<file path="src/rtl/gjinv_pkg.sv">
// shared types and constants for the gauss-jordan inverter
package gjinv_pkg;

  localparam int unsigned DATA_W  = 32;
  localparam int unsigned ORDER_W = 4;

  typedef enum logic [4:0] {
    S_IDLE, S_ID,
    S_PV_RD, S_PV_CK, S_SR_RD, S_SR_CK,
    S_CP_RD, S_CP_WR, S_SW_RD, S_SW_WR, S_SW_WJ,
    S_EL_CHK, S_EL_DV, S_EL_DW, S_EL_RD, S_EL_WT, S_EL_WR,
    S_DG_RD, S_DG_CK,
    S_OT_DRD, S_OT_DLD, S_OT_RD, S_OT_DV, S_OT_DW,
    S_SG
  } state_t;

  typedef enum logic [2:0] {
    WS_IN, WS_ID, WS_PIV, WS_RD, WS_ELIM, WS_ZERO
  } wsel_t;

  typedef enum logic {
    DS_ELIM, DS_FIN
  } dsel_t;

  typedef struct packed {
    logic  mem_we;
    logic  mem_re;
    wsel_t wsel;
    logic  id_one;
    logic  piv_we;
    logic  mul_en;
    logic  fm_en;
    logic  div_start;
    dsel_t dsel;
    logic  m_ld;
    logic  d_ld;
    logic  out_we;
    logic  out_sing;
    logic  out_last;
  } cmd_t;

  typedef struct packed {
    logic rd_zero;
    logic div_done;
  } sta_t;

endpackage

</file>
<file path="src/rtl/gjinv_ctrl.sv">
// controller: load counters, elimination sequencer and order register
module gjinv_ctrl #(
  parameter int unsigned MAX_ORDER = 8,
  parameter int unsigned RW        = 3,
  parameter int unsigned CW        = 4
) (
  input  logic                         clk,
  input  logic                         rst_n,
  input  logic                         start,
  output logic                         busy,
  input  logic                         cfg_valid,
  output logic                         cfg_ready,
  input  logic [gjinv_pkg::ORDER_W-1:0] cfg_matrix_order,
  input  gjinv_pkg::sta_t              sta,
  output gjinv_pkg::cmd_t              cmd,
  output logic [RW-1:0]                row,
  output logic [CW-1:0]                col
);
  import gjinv_pkg::*;

  state_t              state_r, state_nxt;
  logic [ORDER_W-1:0]  order_r;
  logic [RW-1:0]       nm1;
  logic [RW-1:0]       i_r, i_nxt, j_r, j_nxt, r_r, r_nxt, lrow_r, lrow_nxt, lcol_r, lcol_nxt;
  logic [CW-1:0]       k_r, k_nxt;
  logic [CW-1:0]       kn;
  logic                kend_id, kend_row;

  always_comb begin
    if (order_r == '0) begin
      nm1 = '0;
    end else if (order_r > ORDER_W'(MAX_ORDER)) begin
      nm1 = RW'(MAX_ORDER - 1);
    end else begin
      nm1 = RW'(order_r - ORDER_W'(1));
    end
  end

  assign kn       = {1'b0, nm1} + CW'(1) + k_r;
  assign kend_id  = (k_r == {1'b0, nm1});
  assign kend_row = (k_r == {nm1, 1'b1});
  assign busy      = (state_r != S_IDLE);
  assign cfg_ready = ~busy;

  always_ff @(posedge clk) begin
    if (!rst_n) begin
      state_r <= S_IDLE;
      order_r <= ORDER_W'(8);
      i_r     <= '0;
      j_r     <= '0;
      r_r     <= '0;
      k_r     <= '0;
      lrow_r  <= '0;
      lcol_r  <= '0;
    end else begin
      state_r <= state_nxt;
      i_r     <= i_nxt;
      j_r     <= j_nxt;
      r_r     <= r_nxt;
      k_r     <= k_nxt;
      if (cfg_valid && cfg_ready) begin
        order_r <= cfg_matrix_order;
        lrow_r  <= '0;
        lcol_r  <= '0;
      end else begin
        lrow_r <= lrow_nxt;
        lcol_r <= lcol_nxt;
      end
    end
  end

  always_comb begin
    state_nxt = state_r;
    i_nxt     = i_r;
    j_nxt     = j_r;
    r_nxt     = r_r;
    k_nxt     = k_r;
    lrow_nxt  = lrow_r;
    lcol_nxt  = lcol_r;
    cmd       = '0;
    row       = i_r;
    col       = k_r;
    case (state_r)
      S_IDLE: begin
        row = lrow_r;
        col = {1'b0, lcol_r};
        if (start) begin
          cmd.mem_we = 1'b1;
          cmd.wsel   = WS_IN;
          if (lcol_r == nm1) begin
            lcol_nxt = '0;
            if (lrow_r == nm1) begin
              lrow_nxt  = '0;
              i_nxt     = '0;
              k_nxt     = '0;
              state_nxt = S_ID;
            end else begin
              lrow_nxt = lrow_r + RW'(1);
            end
          end else begin
            lcol_nxt = lcol_r + RW'(1);
          end
        end
      end
      S_ID: begin
        cmd.mem_we = 1'b1;
        cmd.wsel   = WS_ID;
        cmd.id_one = (k_r == {1'b0, i_r});
        col        = kn;
        if (kend_id) begin
          k_nxt = '0;
          if (i_r == nm1) begin
            j_nxt     = '0;
            state_nxt = S_PV_RD;
          end else begin
            i_nxt = i_r + RW'(1);
          end
        end else begin
          k_nxt = k_r + CW'(1);
        end
      end
      S_PV_RD: begin
        cmd.mem_re = 1'b1;
        row        = j_r;
        col        = {1'b0, j_r};
        state_nxt  = S_PV_CK;
      end
      S_PV_CK: begin
        if (!sta.rd_zero) begin
          r_nxt     = j_r;
          k_nxt     = '0;
          state_nxt = S_CP_RD;
        end else if (j_r == nm1) begin
          i_nxt     = '0;
          k_nxt     = '0;
          state_nxt = S_SG;
        end else begin
          r_nxt     = j_r + RW'(1);
          state_nxt = S_SR_RD;
        end
      end
      S_SR_RD: begin
        cmd.mem_re = 1'b1;
        row        = r_r;
        col        = {1'b0, j_r};
        state_nxt  = S_SR_CK;
      end
      S_SR_CK: begin
        if (!sta.rd_zero) begin
          k_nxt     = '0;
          state_nxt = S_CP_RD;
        end else if (r_r == nm1) begin
          i_nxt     = '0;
          k_nxt     = '0;
          state_nxt = S_SG;
        end else begin
          r_nxt     = r_r + RW'(1);
          state_nxt = S_SR_RD;
        end
      end
      S_CP_RD: begin
        cmd.mem_re = 1'b1;
        row        = r_r;
        state_nxt  = S_CP_WR;
      end
      S_CP_WR: begin
        cmd.piv_we = 1'b1;
        if (r_r != j_r) begin
          state_nxt = S_SW_RD;
        end else if (kend_row) begin
          i_nxt     = '0;
          state_nxt = S_EL_CHK;
        end else begin
          k_nxt     = k_r + CW'(1);
          state_nxt = S_CP_RD;
        end
      end
      S_SW_RD: begin
        cmd.mem_re = 1'b1;
        row        = j_r;
        state_nxt  = S_SW_WR;
      end
      S_SW_WR: begin
        cmd.mem_we = 1'b1;
        cmd.wsel   = WS_RD;
        row        = r_r;
        state_nxt  = S_SW_WJ;
      end
      S_SW_WJ: begin
        cmd.mem_we = 1'b1;
        cmd.wsel   = WS_PIV;
        row        = j_r;
        if (kend_row) begin
          i_nxt     = '0;
          state_nxt = S_EL_CHK;
        end else begin
          k_nxt     = k_r + CW'(1);
          state_nxt = S_CP_RD;
        end
      end
      S_EL_CHK: begin
        col = {1'b0, j_r};
        if (i_r == j_r) begin
          if (i_r == nm1) begin
            if (j_r == nm1) begin
              i_nxt     = '0;
              state_nxt = S_DG_RD;
            end else begin
              j_nxt     = j_r + RW'(1);
              state_nxt = S_PV_RD;
            end
          end else begin
            i_nxt = i_r + RW'(1);
          end
        end else begin
          cmd.mem_re = 1'b1;
          state_nxt  = S_EL_DV;
        end
      end
      S_EL_DV: begin
        cmd.div_start = 1'b1;
        cmd.dsel      = DS_ELIM;
        col           = {1'b0, j_r};
        state_nxt     = S_EL_DW;
      end
      S_EL_DW: begin
        if (sta.div_done) begin
          cmd.m_ld  = 1'b1;
          k_nxt     = '0;
          state_nxt = S_EL_RD;
        end
      end
      S_EL_RD: begin
        cmd.mem_re = 1'b1;
        cmd.mul_en = 1'b1;
        state_nxt  = S_EL_WT;
      end
      S_EL_WT: begin
        cmd.fm_en = 1'b1;
        state_nxt = S_EL_WR;
      end
      S_EL_WR: begin
        cmd.mem_we = 1'b1;
        cmd.wsel   = (k_r == {1'b0, j_r}) ? WS_ZERO : WS_ELIM;
        if (kend_row) begin
          k_nxt = '0;
          if (i_r == nm1) begin
            if (j_r == nm1) begin
              i_nxt     = '0;
              state_nxt = S_DG_RD;
            end else begin
              j_nxt     = j_r + RW'(1);
              state_nxt = S_PV_RD;
            end
          end else begin
            i_nxt     = i_r + RW'(1);
            state_nxt = S_EL_CHK;
          end
        end else begin
          k_nxt     = k_r + CW'(1);
          state_nxt = S_EL_RD;
        end
      end
      S_DG_RD: begin
        cmd.mem_re = 1'b1;
        col        = {1'b0, i_r};
        state_nxt  = S_DG_CK;
      end
      S_DG_CK: begin
        if (sta.rd_zero) begin
          i_nxt     = '0;
          k_nxt     = '0;
          state_nxt = S_SG;
        end else if (i_r == nm1) begin
          i_nxt     = '0;
          state_nxt = S_OT_DRD;
        end else begin
          i_nxt     = i_r + RW'(1);
          state_nxt = S_DG_RD;
        end
      end
      S_OT_DRD: begin
        cmd.mem_re = 1'b1;
        col        = {1'b0, i_r};
        state_nxt  = S_OT_DLD;
      end
      S_OT_DLD: begin
        cmd.d_ld  = 1'b1;
        k_nxt     = '0;
        state_nxt = S_OT_RD;
      end
      S_OT_RD: begin
        cmd.mem_re = 1'b1;
        col        = kn;
        state_nxt  = S_OT_DV;
      end
      S_OT_DV: begin
        cmd.div_start = 1'b1;
        cmd.dsel      = DS_FIN;
        state_nxt     = S_OT_DW;
      end
      S_OT_DW: begin
        if (sta.div_done) begin
          cmd.out_we   = 1'b1;
          cmd.out_last = (i_r == nm1) && kend_id;
          if (kend_id) begin
            k_nxt = '0;
            if (i_r == nm1) begin
              state_nxt = S_IDLE;
            end else begin
              i_nxt     = i_r + RW'(1);
              state_nxt = S_OT_DRD;
            end
          end else begin
            k_nxt     = k_r + CW'(1);
            state_nxt = S_OT_RD;
          end
        end
      end
      S_SG: begin
        cmd.out_we   = 1'b1;
        cmd.out_sing = 1'b1;
        cmd.out_last = (i_r == nm1) && kend_id;
        if (kend_id) begin
          k_nxt = '0;
          if (i_r == nm1) begin
            state_nxt = S_IDLE;
          end else begin
            i_nxt = i_r + RW'(1);
          end
        end else begin
          k_nxt = k_r + CW'(1);
        end
      end
      default: begin
        state_nxt = S_IDLE;
      end
    endcase
  end

endmodule

</file>
<file path="config.mk">
export PLATFORM = sky130hd
export DESIGN_NAME = gjinv_ctrl
export DESIGN_NICKNAME = d
export VERILOG_FILES = /design/src/rtl/gjinv_pkg.sv /design/src/rtl/gjinv_ctrl.sv
export SDC_FILE = /design/constraint.sdc
export NUM_CORES = 1
export LEC_CHECK = 0
export BUFFER_PORTS_ARGS = -buffer_cell sky130_fd_sc_hd__buf_2
export CORE_MARGIN = 8
export CORE_UTILIZATION = 55
export CTS_CLUSTER_DIAMETER = 30
export DETAILED_ROUTE_END_ITERATION = 8
export PLACE_DENSITY = 0.75
export SLEW_MARGIN = 10
export SYNTH_ARGS = -nofsm -noshare
export SYNTH_HDL_FRONTEND = slang
export SYNTH_SLANG_ARGS = --single-unit
</file>
<file path="constraint.sdc">
create_clock -name clk -period 3.8 [get_ports clk]
set_clock_uncertainty 0.15 [all_clocks]
set_input_delay 0.76 -clock clk [delete_from_list [all_inputs] [get_ports clk]]
set_output_delay 0.76 -clock clk [all_outputs]
set_load 0.01 [all_outputs]
</file>
==> flow_summary.yaml <==
outcome:
  status: "finished clean"
route:
  wl_per_cell_um: 19.16
  ant_nets: 0
  route.detailed.drc: 0
  vias: 4324
  drt_first_pass_iters: 5
  wl_um: 12460
  first_iter_violations: 387
  via_per_inst: 6.652
timing:
  fin_crit_ns: 3.644
  tightest_slew_ns: 0.8940
  hold_violations: 0
  setup_viol: 0
  tns_ns: 0
  fmax_mhz: 274.4
  worst_slack_ns: 0.1559
  slew_headroom_pct: 40.32
  rsz0062_at_grt: "false"
  fin_crit_sh_pct: 95.90
  drv_slew: 0
run:
  max_cap_violations: 0
floorplanning:
  ioPinCount: 35
  core_mm2: 0.006644
  die_area_mm2: 0.009578
  die-width_um: 97.87
  start_util_pct: 55.48
  fp-row-count: 30
  die_h_um: 97.87
clock_network:
  clock-sinks: 28
  clkLatencyLatePin_ns: 0.29
  cts-buffers-inserted: 3
  clk_pin_slew_worst_paths_ns: 0.11
  clk_path_buf_depth: 2
  ctsRootBufferMaster: "clkbuf_8"
  cts_hold_buf: 0
  cts.htree.levels: 1
  cts_tree: "done"
synthesis:
  synth_edf_count: 0
  synth_area_mm2: 0.003686
  synth_fp_nets: 572
  ys_seq_area_share_pct: 15.21
  synth_ff_type: "dfxtp_1"
  synthTopCellsByArea: "dfxtp_1, nand2_1, nor2_1"
  ys_ff_latch: 28
  yosysTopAreaCell: "dfxtp_1"
  ys_types: 78
  yosysWarnings: 0
  synthArstFlopShare_pct: 0
  synth.top_cell.area_share_pct: 15.21
  avgSynthCellArea_um2: 6.690
  syn_inst: 551
min_path:
  min_path_type: "register to register"
power:
  peakVddDrop_mv: 0.1897
  cellPowerDensity_mw_per_mm2: 312.7
  power.total_mw: 1.256
  p_leak_nw: 1.595
worst_setup_path:
  end_kind: "output port"
  required_ns: 2.89
  cp.arrival_ns: 2.73
  cp_num_buf_inv: 3
  worstPathCellList: "inv_1 > ha_2 > nand2b_4 > maj3_2 > inv_1 > ha_1 > fa_1 > xor2_1 > o21ai_0 > a221o_1 > mux2_2 > buf_2"
  cp_top_family: "adder cells"
  cpMaxStageDelayCell: "fa_1"
  slowest_delay_ns: 0.38
  path_max_fanout: 5
  cpMostUsedCell: "inv_1"
  cp-start-kind: "register"
  worstSetupPathType: "register to output port"
global_route:
  grt_antenna_before_repair: 0
  grt_pass1_vias: 3928
  overflow: 0
  grt_pass1_wl_um: 19800
  grt_use_total_pct: 24.82
  grt_max_degree: 35
place:
  place_congestion: 0.9537
  dpl_worst_slack_ns: 0.3466
  portBuffers: 34
  hpwl_um: 9414
  dpl.cell_count: 644
layout:
  final_cells: 650
  utilization_pct: 60.47
  layout.nets: 592
  synthToLayoutAreaGrowth_pct: 8.995
  drive_above_1_share_pct: 13.16
  insertedDiodeCount: 0
## layout by cell type (no fill, tap or decap), drive strengths merged, types with 7 or more instances in the layout
cell type,netlist,routed
xor2,13,13
nor2,62,62
nand3,22,22
and3,9,9
a31oi,10,10
a21oi,37,37
nand2,62,62
ha,10,10
o211ai,7,7
nor2b,14,14
dfxtp,28,28
a211oi,7,7
xnor2,13,13
nor3,13,13
nand2b,16,16
o21ai,36,36
nand3b,7,7
o22ai,9,9
buf,17,57
inv,21,21
o31ai,7,7
## tightest hold or removal path: stages (launching register included)
cell      delay (ns)
dfxtp_1         0.32
nand2_1         0.05
a21boi_0        0.06
## synthesized netlist by cell type, types with 14 or more instances
cell	n
a21oi_1	36
clkbuf_1	25
dfxtp_1	28
inv_1	21
nand2_1	62
nand2b_1	15
nand3_1	22
nor2_1	62
nor2b_1	14
o21ai_0	31
## power breakdown
| group | switching, mW | total [mW] | internal, mW |
|---|---|---|---|
| Sequential | 0.0456 | 0.353 | 0.308 |
| Clock | 0.105 | 0.198 | 0.0933 |
| Combinational | 0.431 | 0.705 | 0.274 |
| Total | 0.581 | 1.26 | 0.675 |
## final timing paths
check,startpoint,to,slack [ns],depth (start not counted)
max,order_r[0],col[2],0.16,12
min,order_r[1],order_r[1],0.33,2
max reg2reg,order_r[0],i_r[2],0.41,10
min reg2reg,order_r[1],order_r[1],0.33,2
## repair_timing
action	CTS	global route
endpoints found under the setup margin	0	3
setup buffers	0	2
resized for setup	0	3
## logic make-up (layout without fill, tap and decap cells)
kind of cell             Yosys count  in the layout  share of synthesized area (%)
AO/OA/AOI/OAI                    168            168                          30.96
XOR/XNOR                          26             26                          6.178
adder cells (fa/ha/maj)           13             13                          4.515
buffers and inverters             65             84                          7.095
flip-flops                        28             28                          15.21
multiplexers                       8              8                          2.342
AND/OR/NAND/NOR                  243            243                          33.71
## stage by stage
| stage | hold slack [ns] | instance area, µm² |
|---|---|---|
| detailed placement | 0.3143 | 3939 |
| CTS | 0.3304 | 3994 |
| global route | 0.3446 | 4018 |
| finish | 0.3261 | 4018 |
| floorplan | 0.2936 | 3686 |
| global placement | 0.3050 | 3939 |
## routing by layer
metal | track usage, % | share of wire [%] | up-vias
met5 | 0 | 0 | -
li1 | - | - | 2053
met2 | 39.52 | 45 | 235
met4 | 9.233 | 2.7 | 0
met1 | 32.35 | 42 | 1997
met3 | 4.552 | 9.9 | 39
## flip-flops by register name (all words and copies together) (netlist names)
register	cells
lcol_r	3
order_r	4
k_r	4
state_r	5
r_r	3
i_r	3
lrow_r	3
j_r	3
## area by class of cell
type / count / area (µm²)
clock buffers: 4 / 55.05
multi-input cells: 458 / 2872
repair buffers: 57 / 342.8
flip-flops and latches: 28 / 561.8
fillers: 614 / 2626
well taps: 80 / 100.1
inverters: 23 / 86.33
(Power assumes the default switching activity.)
